**config.mk**
```make
export PLATFORM = sky130hd
export DESIGN_NAME = bresenham_line_stepper_unit
export DESIGN_NICKNAME = d
export VERILOG_FILES = /design/src/rtl/core/bls_pkg.sv /design/src/rtl/core/bls_line_setup.sv /design/src/rtl/core/bls_stepper.sv /design/src/rtl/core/bresenham_line_stepper_unit.sv
export SDC_FILE = /design/constraint.sdc
export NUM_CORES = 1
export LEC_CHECK = 0
export ABC_CLOCK_PERIOD_IN_PS = 7750
export BUFFER_PORTS_ARGS = -buffer_cell sky130_fd_sc_hd__buf_4
export CORE_ASPECT_RATIO = 1.75
export CORE_MARGIN = 2
export CORE_UTILIZATION = 56
export DETAILED_ROUTE_END_ITERATION = 7
export HOLD_SLACK_MARGIN = 0.12
export MAX_ROUTING_LAYER = met4
export PLACE_DENSITY_LB_ADDON = 0.2
export SLEW_MARGIN = 10
export SYNTH_ARGS = -nofsm -noshare
export SYNTH_HDL_FRONTEND = slang
export SYNTH_SLANG_ARGS = --single-unit
```
**constraint.sdc**
```tcl
create_clock -name aclk -period 7.75 [get_ports aclk]
set_input_delay 1.55 -clock aclk [delete_from_list [all_inputs] [get_ports aclk]]
set_output_delay 1.55 -clock aclk [all_outputs]
set_load 0.01 [all_outputs]
```
**src/rtl/core/bls_pkg.sv**
```systemverilog
// ----------------------------------------------------------------------------
// bls_pkg
// Shared types and constants for the Bresenham line stepper.
// ----------------------------------------------------------------------------
package bls_pkg;

    localparam int COORD_BITS_DEFAULT = 12;

    localparam logic MODE_START = 1'b0;
    localparam logic MODE_STEP  = 1'b1;

    // Octant mapping of a line, produced at setup and held by the stepper.
    typedef struct packed {
        logic swap_axes;
        logic negate_x;
        logic negate_y;
    } line_flags_t;

    // Status bits that travel with each emitted pixel.
    typedef struct packed {
        logic last;
        logic idle;
    } pixel_flags_t;

endpackage

```
**src/rtl/core/bls_line_setup.sv**
```systemverilog
// ----------------------------------------------------------------------------
// bls_line_setup
// Derives major and minor lengths, octant flags, increments and the initial
// decision term from the two endpoints of a line.
// ----------------------------------------------------------------------------
module bls_line_setup
    import bls_pkg::*;
#(
    parameter int COORD_BITS = COORD_BITS_DEFAULT
) (
    input  logic signed [COORD_BITS-1:0] x_start,
    input  logic signed [COORD_BITS-1:0] y_start,
    input  logic signed [COORD_BITS-1:0] x_end,
    input  logic signed [COORD_BITS-1:0] y_end,
    output line_flags_t                  flags,
    output logic        [COORD_BITS-1:0] major_len,
    output logic        [COORD_BITS:0]   inc_straight,
    output logic signed [COORD_BITS+1:0] inc_diagonal,
    output logic signed [COORD_BITS+2:0] decision_init
);

    logic signed [COORD_BITS:0]   dx;
    logic signed [COORD_BITS:0]   dy;
    logic        [COORD_BITS:0]   abs_x_full;
    logic        [COORD_BITS:0]   abs_y_full;
    logic        [COORD_BITS-1:0] abs_x;
    logic        [COORD_BITS-1:0] abs_y;
    logic        [COORD_BITS-1:0] minor_len;
    logic                         swap;

    assign dx = $signed({x_end[COORD_BITS-1], x_end})
              - $signed({x_start[COORD_BITS-1], x_start});
    assign dy = $signed({y_end[COORD_BITS-1], y_end})
              - $signed({y_start[COORD_BITS-1], y_start});

    // A difference of two coordinates has a magnitude below 2**COORD_BITS.
    assign abs_x_full = dx[COORD_BITS] ? (-dx) : dx;
    assign abs_y_full = dy[COORD_BITS] ? (-dy) : dy;
    assign abs_x      = abs_x_full[COORD_BITS-1:0];
    assign abs_y      = abs_y_full[COORD_BITS-1:0];

    assign swap      = abs_y > abs_x;
    assign major_len = swap ? abs_y : abs_x;
    assign minor_len = swap ? abs_x : abs_y;

    assign flags.swap_axes = swap;
    assign flags.negate_x  = dx[COORD_BITS];
    assign flags.negate_y  = dy[COORD_BITS];

    assign inc_straight  = {minor_len, 1'b0};
    assign inc_diagonal  = $signed({1'b0, minor_len, 1'b0})
                         - $signed({1'b0, major_len, 1'b0});
    assign decision_init = $signed({2'b00, minor_len, 1'b0})
                         - $signed({3'b000, major_len});

endmodule

```
**src/rtl/core/bls_stepper.sv**
```systemverilog
// ----------------------------------------------------------------------------
// bls_stepper
// Line state registers and the per-pixel step: decision update, offset
// advance and mapping of the offsets back to screen coordinates.
// ----------------------------------------------------------------------------
module bls_stepper
    import bls_pkg::*;
#(
    parameter int COORD_BITS = COORD_BITS_DEFAULT
) (
    input  logic                         aclk,
    input  logic                         aresetn,
    input  logic                         fire,
    input  logic                         mode,
    input  logic signed [COORD_BITS-1:0] x_start,
    input  logic signed [COORD_BITS-1:0] y_start,
    input  line_flags_t                  setup_flags,
    input  logic        [COORD_BITS-1:0] setup_major_len,
    input  logic        [COORD_BITS:0]   setup_inc_straight,
    input  logic signed [COORD_BITS+1:0] setup_inc_diagonal,
    input  logic signed [COORD_BITS+2:0] setup_decision,
    output logic signed [COORD_BITS-1:0] pixel_x,
    output logic signed [COORD_BITS-1:0] pixel_y,
    output pixel_flags_t                 pixel_flags
);

    logic                         active_reg,       active_next;
    logic signed [COORD_BITS+2:0] decision_reg,     decision_next;
    logic        [COORD_BITS-1:0] major_pos_reg,    major_pos_next;
    logic        [COORD_BITS-1:0] minor_pos_reg,    minor_pos_next;
    logic        [COORD_BITS-1:0] major_len_reg,    major_len_next;
    logic        [COORD_BITS:0]   inc_straight_reg, inc_straight_next;
    logic signed [COORD_BITS+1:0] inc_diagonal_reg, inc_diagonal_next;
    line_flags_t                  flags_reg,        flags_next;
    logic        [COORD_BITS-1:0] origin_x_reg,     origin_x_next;
    logic        [COORD_BITS-1:0] origin_y_reg,     origin_y_next;

    logic                         go_straight;
    logic        [COORD_BITS-1:0] major_step;
    logic        [COORD_BITS-1:0] minor_step;
    logic                         step_done;
    logic        [COORD_BITS-1:0] off_x;
    logic        [COORD_BITS-1:0] off_y;
    logic        [COORD_BITS-1:0] step_x;
    logic        [COORD_BITS-1:0] step_y;

    // A negative decision term keeps the minor axis where it is.
    assign go_straight = decision_reg[COORD_BITS+2];
    assign major_step  = major_pos_reg + COORD_BITS'(1);
    assign minor_step  = minor_pos_reg + {{(COORD_BITS-1){1'b0}}, ~go_straight};
    assign step_done   = major_step >= major_len_reg;

    assign off_x  = flags_reg.swap_axes ? minor_step : major_step;
    assign off_y  = flags_reg.swap_axes ? major_step : minor_step;
    assign step_x = origin_x_reg + (flags_reg.negate_x ? (-off_x) : off_x);
    assign step_y = origin_y_reg + (flags_reg.negate_y ? (-off_y) : off_y);

    always_comb begin
        active_next       = active_reg;
        decision_next     = decision_reg;
        major_pos_next    = major_pos_reg;
        minor_pos_next    = minor_pos_reg;
        major_len_next    = major_len_reg;
        inc_straight_next = inc_straight_reg;
        inc_diagonal_next = inc_diagonal_reg;
        flags_next        = flags_reg;
        origin_x_next     = origin_x_reg;
        origin_y_next     = origin_y_reg;
        pixel_x           = '0;
        pixel_y           = '0;
        pixel_flags       = '{last: 1'b0, idle: 1'b0};

        if (mode == MODE_START) begin
            pixel_x          = x_start;
            pixel_y          = y_start;
            pixel_flags.last = (setup_major_len == '0);
            if (fire) begin
                active_next       = (setup_major_len != '0);
                decision_next     = setup_decision;
                major_pos_next    = '0;
                minor_pos_next    = '0;
                major_len_next    = setup_major_len;
                inc_straight_next = setup_inc_straight;
                inc_diagonal_next = setup_inc_diagonal;
                flags_next        = setup_flags;
                origin_x_next     = x_start;
                origin_y_next     = y_start;
            end
        end else if (!active_reg) begin
            pixel_flags.idle = 1'b1;
        end else begin
            pixel_x          = step_x;
            pixel_y          = step_y;
            pixel_flags.last = step_done;
            if (fire) begin
                active_next    = ~step_done;
                decision_next  = go_straight
                               ? decision_reg + $signed({2'b00, inc_straight_reg})
                               : decision_reg + (COORD_BITS+3)'(inc_diagonal_reg);
                major_pos_next = major_step;
                minor_pos_next = minor_step;
            end
        end
    end

    always_ff @(posedge aclk) begin
        if (!aresetn) begin
            active_reg       <= 1'b0;
            decision_reg     <= '0;
            major_pos_reg    <= '0;
            minor_pos_reg    <= '0;
            major_len_reg    <= '0;
            inc_straight_reg <= '0;
            inc_diagonal_reg <= '0;
            flags_reg        <= '0;
            origin_x_reg     <= '0;
            origin_y_reg     <= '0;
        end else begin
            active_reg       <= active_next;
            decision_reg     <= decision_next;
            major_pos_reg    <= major_pos_next;
            minor_pos_reg    <= minor_pos_next;
            major_len_reg    <= major_len_next;
            inc_straight_reg <= inc_straight_next;
            inc_diagonal_reg <= inc_diagonal_next;
            flags_reg        <= flags_next;
            origin_x_reg     <= origin_x_next;
            origin_y_reg     <= origin_y_next;
        end
    end

endmodule

```
**src/rtl/core/bresenham_line_stepper_unit.sv**
```systemverilog
// ----------------------------------------------------------------------------
// bresenham_line_stepper_unit
// All-octant Bresenham line rasterizer that emits one pixel per input beat.
// ----------------------------------------------------------------------------
// Usage: the s_ channel carries one command per beat. A start beat (mode 0)
// loads both endpoints and returns the start point; each step beat (mode 1)
// returns the next pixel of the line, with m_last set on the end point.
// A step with no line in progress returns a beat with m_idle set and zero
// coordinates. A start beat may be sent at any time and drops the old line.
// Path: a beat accepted on the s_ channel passes through the input register,
// then the result register, before it appears on the m_ channel.
// Throughput: one beat per clock while m_ready is high; the line state is
// updated in the cycle the result register loads, so steps run back to back.
// Stall: while m_ready is low the result holds, the input register can still
// fill, and s_ready falls only once both registers are full.
// Reset: aresetn (synchronous, active low) empties both registers and clears
// the line state, so the first step after reset reports idle.
// ----------------------------------------------------------------------------
module bresenham_line_stepper_unit
    import bls_pkg::*;
#(
    parameter int COORD_BITS = COORD_BITS_DEFAULT
) (
    input  logic                         aclk,
    input  logic                         aresetn,
    input  logic                         s_valid,
    output logic                         s_ready,
    input  logic                         s_mode,
    input  logic signed [COORD_BITS-1:0] s_x_start,
    input  logic signed [COORD_BITS-1:0] s_y_start,
    input  logic signed [COORD_BITS-1:0] s_x_end,
    input  logic signed [COORD_BITS-1:0] s_y_end,
    output logic                         m_valid,
    input  logic                         m_ready,
    output logic signed [COORD_BITS-1:0] m_pixel_x,
    output logic signed [COORD_BITS-1:0] m_pixel_y,
    output logic                         m_last,
    output logic                         m_idle
);

    logic                         in_valid_reg;
    logic                         in_mode_reg;
    logic signed [COORD_BITS-1:0] in_x_start_reg;
    logic signed [COORD_BITS-1:0] in_y_start_reg;
    logic signed [COORD_BITS-1:0] in_x_end_reg;
    logic signed [COORD_BITS-1:0] in_y_end_reg;

    logic                         out_valid_reg;
    logic signed [COORD_BITS-1:0] out_x_reg;
    logic signed [COORD_BITS-1:0] out_y_reg;
    pixel_flags_t                 out_flags_reg;

    logic                         advance;
    logic                         fire;

    line_flags_t                  setup_flags;
    logic        [COORD_BITS-1:0] setup_major_len;
    logic        [COORD_BITS:0]   setup_inc_straight;
    logic signed [COORD_BITS+1:0] setup_inc_diagonal;
    logic signed [COORD_BITS+2:0] setup_decision;

    logic signed [COORD_BITS-1:0] pix_x;
    logic signed [COORD_BITS-1:0] pix_y;
    pixel_flags_t                 pix_flags;

    assign advance = ~out_valid_reg | m_ready;
    assign fire    = in_valid_reg & advance;
    assign s_ready = ~in_valid_reg | advance;

    always_ff @(posedge aclk) begin
        if (!aresetn) begin
            in_valid_reg <= 1'b0;
        end else if (s_ready) begin
            in_valid_reg <= s_valid;
        end
    end

    always_ff @(posedge aclk) begin
        if (s_ready && s_valid) begin
            in_mode_reg    <= s_mode;
            in_x_start_reg <= s_x_start;
            in_y_start_reg <= s_y_start;
            in_x_end_reg   <= s_x_end;
            in_y_end_reg   <= s_y_end;
        end
    end

    bls_line_setup #(
        .COORD_BITS(COORD_BITS)
    ) u_setup (
        .x_start      (in_x_start_reg),
        .y_start      (in_y_start_reg),
        .x_end        (in_x_end_reg),
        .y_end        (in_y_end_reg),
        .flags        (setup_flags),
        .major_len    (setup_major_len),
        .inc_straight (setup_inc_straight),
        .inc_diagonal (setup_inc_diagonal),
        .decision_init(setup_decision)
    );

    bls_stepper #(
        .COORD_BITS(COORD_BITS)
    ) u_stepper (
        .aclk              (aclk),
        .aresetn           (aresetn),
        .fire              (fire),
        .mode              (in_mode_reg),
        .x_start           (in_x_start_reg),
        .y_start           (in_y_start_reg),
        .setup_flags       (setup_flags),
        .setup_major_len   (setup_major_len),
        .setup_inc_straight(setup_inc_straight),
        .setup_inc_diagonal(setup_inc_diagonal),
        .setup_decision    (setup_decision),
        .pixel_x           (pix_x),
        .pixel_y           (pix_y),
        .pixel_flags       (pix_flags)
    );

    always_ff @(posedge aclk) begin
        if (!aresetn) begin
            out_valid_reg <= 1'b0;
        end else if (advance) begin
            out_valid_reg <= in_valid_reg;
        end
    end

    always_ff @(posedge aclk) begin
        if (fire) begin
            out_x_reg     <= pix_x;
            out_y_reg     <= pix_y;
            out_flags_reg <= pix_flags;
        end
    end

    assign m_valid   = out_valid_reg;
    assign m_pixel_x = out_x_reg;
    assign m_pixel_y = out_y_reg;
    assign m_last    = out_flags_reg.last;
    assign m_idle    = out_flags_reg.idle;

endmodule

```
==> results.py, run 1 <==
metrics = {
    "outcome": {
        "result_of_the_run": "completed",
    },
    "hold_path": {
        "worst_hold_startpoint": "u_stepper.inc_straight_reg[7]",
        "min_to": "u_stepper.inc_straight_reg[7]",
        "min_delay_path_depth": 2,
        "min_path_type": "flop to flop",
    },
    "floorplanning": {
        "core.rowCount": 74,
        "design.die.area_um2": 25000,
        "initial_core_utilization": 0.569,
        "core_um2": 23300,
        "boundaryPins": 81,
        "die_width_um": 120,
        "die_height_um": 208,
    },
    "route": {
        "post-route-drc-count": 0,
        "routed_vias_inst": 5.98,
        "drt_first_pass_iters": 7,
        "antenna_left": 0,
        "dr_total_vias": 11700,
        "drt_first_iter_violations": 752,
        "detail_route.wl_per_cell_um": 19.1,
        "drt-total-wl_um": 37200,
    },
    "sta": {
        "setup_viol": 0,
        "timing.slew.headroom": 0.301,
        "finClkSkew_ps": 8.82,
        "final.hold.worst_slack_ps": 468,
        "post-route-period-util": 0.932,
        "fin_setup_tns_ps": 0,
        "tightest_slew_ps": 1050,
        "period_minus_slack_ps": 7230,
        "clock.fmax_mhz": 138,
        "timing_max_transition_violations_final": 0,
        "timing.final.hold_violations": 0,
    },
    "clock_network": {
        "max_root_sink_buffers": 2,
        "ctsRootBufferMaster": "sky130_fd_sc_hd__clkbuf_16",
        "clk_pin_slew_ps": 70,
        "postCtsHoldBufs": 0,
        "cts_inserted_buffers": 17,
        "tritoncts_num_sinks": 180,
        "cts.htree.levels": 4,
        "worst_skew_pair.late_latency_ps": 450,
        "tritoncts_clock_tree": "done",
    },
    "power": {
        "intPower_w": 0.00234,
        "net-switching-power_w": 0.00168,
        "vdd_drop_max_v": 0.000194,
        "clockPowerShare": 0.212,
        "p_leak_nw": 6.16,
        "power.density_nw_per_um2": 268,
        "power_frac_seq": 0.271,
        "switching_share": 0.417,
        "combinationalPowerShare": 0.517,
    },
    "yosys": {
        "number_of_enable_type_register_cells_in_the_synthesized_netlist": 75,
        "async_flop_share": 0,
        "netlist.top_cell.by_area": "sky130_fd_sc_hd__edfxtp_1",
        "syn_area_per_cell_um2": 8.52,
        "synth.area.top_cells": "sky130_fd_sc_hd__edfxtp_1 17%, sky130_fd_sc_hd__dfxtp_1 16%, sky130_fd_sc_hd__ha_1 8.9%",
        "synth-warning-count": 0,
        "syn_nets": 1711,
        "most_frequently_used_flop_master_after_synthesis": "sky130_fd_sc_hd__dfxtp_1",
        "netlist_area_um2": 13300,
        "synth-seq-cells": 180,
        "postSynthCellCount": 1558,
        "synthDistinctLibCells": 90,
        "yosysSeqAreaShare": 0.328,
        "netlist.area_leader.share": 0.170,
    },
    "cells_and_area": {
        "layout.cell_area.non_filler_um2": 15000,
        "net_total_in_the_final_layout": 1787,
        "area_added_between_synthesis_and_finish_pct": 13.2,
        "largest_register_ff_count": 14,
        "layout-drive-gt1-share": 0.137,
        "diodes": 0,
        "final_core_util": 0.644,
    },
    "placed_design": {
        "placement.io_buffers": 80,
        "detailed_place.area_um2": 14300,
        "gp_congestion": 0.923,
        "hpwlAfterDp_um": 27900,
    },
    "grt": {
        "grt_util_all_layers": 0.311,
        "gr-total-overflow": 0,
        "pin_count_of_the_biggest_net_entering_global_routing": 110,
        "number_of_antenna_violations_at_the_first_check_in_global_routing": 0,
        "number_of_global_route_vias_before_repair": 11200,
        "grt_pass1_wl_um": 58800,
    },
    "critical_path": {
        "timing.rr.end": "u_stepper.decision_reg[10]",
        "r2r_setup_slack_ps": 520,
        "kind_of_end_point_of_the_critical_path": "flop",
        "ff2ff_path_depth": 31,
        "timing.critical_path.mode_cell": "sky130_fd_sc_hd__a21oi_1",
        "reg2reg_from": "in_y_start_reg[0]",
        "path_max_fanout": 8,
        "critical_path_class": "flop to flop",
        "timing.critical_path.arrival_ps": 7620,
        "critPathSlowestCell": "sky130_fd_sc_hd__edfxtp_1",
        "critPathLaunch": "in_y_start_reg[0]",
        "worstPathRequired_ps": 8150,
        "critical_path_max_stage_delay_ps": 420,
        "critical_path.startpoint_type": "flop",
    },
    "run": {
        "max_cap_violations": 0,
    },
}
==> placed cells by master, fill, tap and decap left out, drive strengths merged, types with 18 or more instances in the layout <==
| master | n |
|---|---|
| a22oi | 21 |
| and2 | 29 |
| inv | 97 |
| nand3 | 33 |
| o21bai | 18 |
| a21o | 22 |
| nor2b | 38 |
| o21ai | 84 |
| xor2 | 34 |
| nand2 | 182 |
| a21boi | 43 |
| nor2 | 112 |
| ha | 94 |
| dfxtp | 105 |
| a21oi | 96 |
| xnor2 | 84 |
| nor3 | 22 |
| edfxtp | 75 |
| mux2 | 20 |
| o22ai | 23 |
| clkbuf | 23 |
| buf | 131 |
| mux2i | 21 |
| and3 | 20 |
==> routing by layer <==
layer  up-vias  GRT usage  share of wire
met1      5538      0.350           0.40
met3        85     0.0299          0.035
met4         0      0.168          0.051
met2       304      0.537           0.51
met5         -          -              0
li1       5741          -              -
==> cell families after synthesis <==
family / synth area share
compound gates: 0.232
mux: 0.0340
xor+xnor: 0.0779
buf+inv: 0.0492
fa+ha+maj: 0.101
simple gates: 0.177
flops: 0.328
==> Yosys cell counts (13+ instances only) <==
cell and n:
sky130_fd_sc_hd__o21ai_0 73, sky130_fd_sc_hd__o21bai_1 18, sky130_fd_sc_hd__o211ai_1 16, sky130_fd_sc_hd__mux2i_1 20, sky130_fd_sc_hd__o211a_1 14, sky130_fd_sc_hd__a22oi_1 21
sky130_fd_sc_hd__a21o_1 21, sky130_fd_sc_hd__nand2_1 181, sky130_fd_sc_hd__o22ai_1 23, sky130_fd_sc_hd__and3_1 20, sky130_fd_sc_hd__xor2_1 34, sky130_fd_sc_hd__dfxtp_1 105
sky130_fd_sc_hd__a21boi_0 43, sky130_fd_sc_hd__edfxtp_1 75, sky130_fd_sc_hd__nor2_1 112, sky130_fd_sc_hd__xnor2_1 84, sky130_fd_sc_hd__clkbuf_1 54, sky130_fd_sc_hd__nand3_1 33
sky130_fd_sc_hd__a31oi_1 16, sky130_fd_sc_hd__and2_1 29, sky130_fd_sc_hd__or3_1 16, sky130_fd_sc_hd__a21oi_1 93, sky130_fd_sc_hd__inv_1 92, sky130_fd_sc_hd__a211oi_1 13
sky130_fd_sc_hd__ha_1 94, sky130_fd_sc_hd__nor2b_1 38, sky130_fd_sc_hd__nand2b_1 15, sky130_fd_sc_hd__mux2_2 18, sky130_fd_sc_hd__nor3_1 21
==> area by class of cell <==
class,count,area [µm²]
Inverter,94,353
Clock buffer,23,468
Multi-Input combinational cell,1210,8390
Fill cell,2096,8310
Clock inverter,9,93.8
Sequential cell,180,4350
Tap cell,304,380
Timing Repair Buffer,131,983
==> how the worst max path moves through the flow <==
stage	to	cells past startpoint
floorplan	u_stepper.decision_reg[10]	36
global placement	u_stepper.decision_reg[10]	32
CTS	u_stepper.decision_reg[10]	32
finish	u_stepper.decision_reg[10]	31
detailed placement	u_stepper.decision_reg[10]	32
global route	u_stepper.decision_reg[10]	35
==> metrics by stage <==
step,instances,setup slack (ps),total power (W)
2_1_floorplan,1558,27.0,0.00257
3_3_place_gp,1917,305,0.00309
3_5_place_dp,1917,101,0.00311
4_1_cts,1949,52.8,0.00397
5_1_grt,1951,-4.93,0.00428
6_report,1951,523,0.00402
==> power by group through the flow <==
stage | clock (W) | sequential [W] | combinational (W)
3_5_place_dp | 0 | 0.00111 | 0.00200
3_3_place_gp | 0 | 0.00111 | 0.00198
2_1_floorplan | 0 | 0.00110 | 0.00147
5_1_grt | 0.000896 | 0.00110 | 0.00228
6_report | 0.000853 | 0.00109 | 0.00208
4_1_cts | 0.000864 | 0.00109 | 0.00201
==> worst max-delay path: cells and delay by family, from the launching register on <==
family	cells	cell delay (ps)
xor+xnor	1	150
compound gates	15	3150
flops	1	420
simple gates	8	1060
fa+ha+maj	6	2200
buf+inv	1	190
==> what timing repair did <==
action | in CTS | in global routing
buffers inserted | 0 | 2
setup endpoints to repair | 0 | 4
gates resized for setup | 0 | 22
(Power assumes the default switching activity.)
==> inputs of run 2 (changes only) <==
==> constraint.sdc (replaced) <==
create_clock -name aclk -period 7.75 [get_ports aclk]
set_input_delay 0.3875 -clock aclk [delete_from_list [all_inputs] [get_ports aclk]]
set_output_delay 0.3875 -clock aclk [all_outputs]
set_load 0.01 [all_outputs]
==> results.py, run 2 (synthesis results as in run 1) <==
metrics = {
    "outcome": {
        "result_of_the_run": "completed",
    },
    "clock_network": {
        "cts.htree.levels": 4,
        "ctsRootBufferMaster": "sky130_fd_sc_hd__clkbuf_16",
        "clk_pin_slew_ps": 70,
        "tritoncts_clock_tree": "done",
        "cts_inserted_buffers": 17,
        "worst_skew_pair.late_latency_ps": 460,
        "max_root_sink_buffers": 2,
        "tritoncts_num_sinks": 180,
    },
    "sta": {
        "timing_max_transition_violations_final": 0,
        "timing.slew.headroom": 0.316,
        "period_minus_slack_ps": 7260,
        "setup_ws_ps": 490,
        "clock.fmax_mhz": 138,
        "setup_repair_after_global_routing_missed_its_margin": "false",
        "finClkSkew_ps": 9.72,
        "timing.final.hold_violations": 0,
        "setup_viol": 0,
        "fin_setup_tns_ps": 0,
        "tightest_slew_ps": 1030,
        "post-route-period-util": 0.937,
    },
    "power": {
        "p_leak_nw": 6.40,
        "power.density_nw_per_um2": 266,
        "vdd_drop_max_v": 0.000302,
    },
    "critical_path": {
        "critical_path_max_stage_delay_ps": 520,
        "kind_of_end_point_of_the_critical_path": "flop",
        "path_max_fanout": 8,
        "timing.critical_path.mode_cell": "sky130_fd_sc_hd__a21oi_1",
        "timing.critical_path.arrival_ps": 7660,
        "critPathSlowestCell": "sky130_fd_sc_hd__or3b_1",
        "critical_path.startpoint_type": "flop",
        "critPathTopFamily": "compound AO/OA/AOI/OAI gates",
        "worstPathRequired_ps": 8150,
        "r2r_setup_slack_ps": 490,
        "critical_path.n_buffers_inverters": 1,
        "critical_path_class": "flop to flop",
    },
    "run": {
        "max_cap_violations": 0,
    },
    "cells_and_area": {
        "largest_register_ff_count": 14,
        "net_total_in_the_final_layout": 1835,
        "layout.cells.most_common": "sky130_fd_sc_hd__nand2_1",
        "seq_area_um2": 4350,
        "filler_cell_count": 1960,
        "total_area_of_multi_input_combinational_cells_um2": 8390,
        "diodes": 0,
        "most-common-layout-cells": "180 x sky130_fd_sc_hd__nand2_1, 130 x sky130_fd_sc_hd__buf_4, 110 x sky130_fd_sc_hd__nor2_1",
        "layout-drive-gt1-share": 0.135,
        "area_added_between_synthesis_and_finish_pct": 17.2,
    },
    "grt": {
        "gr-total-overflow": 0,
        "number_of_global_route_vias_before_repair": 11700,
        "number_of_antenna_violations_at_the_first_check_in_global_routing": 0,
        "grt_pass1_wl_um": 60600,
        "grt_util_all_layers": 0.319,
        "pin_count_of_the_biggest_net_entering_global_routing": 110,
    },
    "route": {
        "routed_vias_inst": 6.00,
        "drt-total-wl_um": 38300,
        "drt_first_iter_violations": 874,
        "drt_first_pass_iters": 5,
        "post-route-drc-count": 0,
        "antenna_left": 0,
        "dr_total_vias": 12000,
        "detail_route.wl_per_cell_um": 19.2,
    },
    "floorplanning": {
        "core.rowCount": 74,
        "die_height_um": 208,
        "die_width_um": 120,
        "core_um2": 23300,
        "design.die.area_um2": 25000,
        "initial_core_utilization": 0.569,
        "boundaryPins": 81,
    },
    "hold_path": {
        "min_path_type": "primary input to flop",
    },
    "placed_design": {
        "gp_congestion": 0.930,
        "dp_worst_setup_slack_ps": 13.6,
        "hpwlAfterDp_um": 27800,
        "placement.io_buffers": 80,
    },
}
==> run 2: routing by layer <==
layer	wire, µm	global-route usage	vias up
met2	19400	0.547	395
met4	2380	0.192	0
li1	-	-	5836
met1	15000	0.354	5652
met5	0	-	-
met3	1570	0.0324	114
==> run 2: tightest hold or removal path: cells and delay by family <==
family | cells | cell delay, ps
buf+inv | 1 | 80
simple gates | 1 | 90
compound gates | 1 | 30
==> run 2: cell type report <==
cell class,instances,share of cell area
inverter,94,0.0227
clock inverter,13,0.0110
tap,304,0.0245
timing repair buffer,179,0.0943
sequential,180,0.280
multi-input combinational,1210,0.539
clock buffer,19,0.0285
==> run 2: report_power, final <==
part	switching (W)	total, W	leakage [nW]	internal (W)
Combinational	0.00126	0.00211	4.52	0.000850
Sequential	0.0000367	0.00109	1.58	0.00105
Clock	0.000404	0.000927	0.306	0.000523
==> run 2: metrics by stage <==
stage | std cells | utilization | hold slack [ps] | total power, W | cell area [µm²]
global placement | 1917 | 0.615 | 450 | 0.00309 | 14300
finish | 1999 | 0.667 | 178 | 0.00413 | 15600
global route | 1999 | 0.667 | 200 | 0.00437 | 15600
floorplan | 1558 | - | 434 | 0.00257 | 13300
detailed placement | 1917 | 0.615 | 457 | 0.00311 | 14300
CTS | 1998 | 0.662 | 176 | 0.00405 | 15400
==> run 2: final timing paths <==
check                                                start  cells after the start                          to
worst min register to register  u_stepper.major_len_reg[5]                      2  u_stepper.major_len_reg[5]
worst max-delay path                     in_x_start_reg[4]                     29  u_stepper.decision_reg[10]
worst min-delay path                               s_valid                      3                in_valid_reg
worst max register to register           in_x_start_reg[4]                     29  u_stepper.decision_reg[10]
==> run 2: repair_timing <==
item                                   4_1_cts  5_1_grt
endpoints found under the hold margin       49        0
resized for setup                            0       23
buffers inserted                             0        1
setup endpoints to repair                    0        4
hold buffers                                49        0
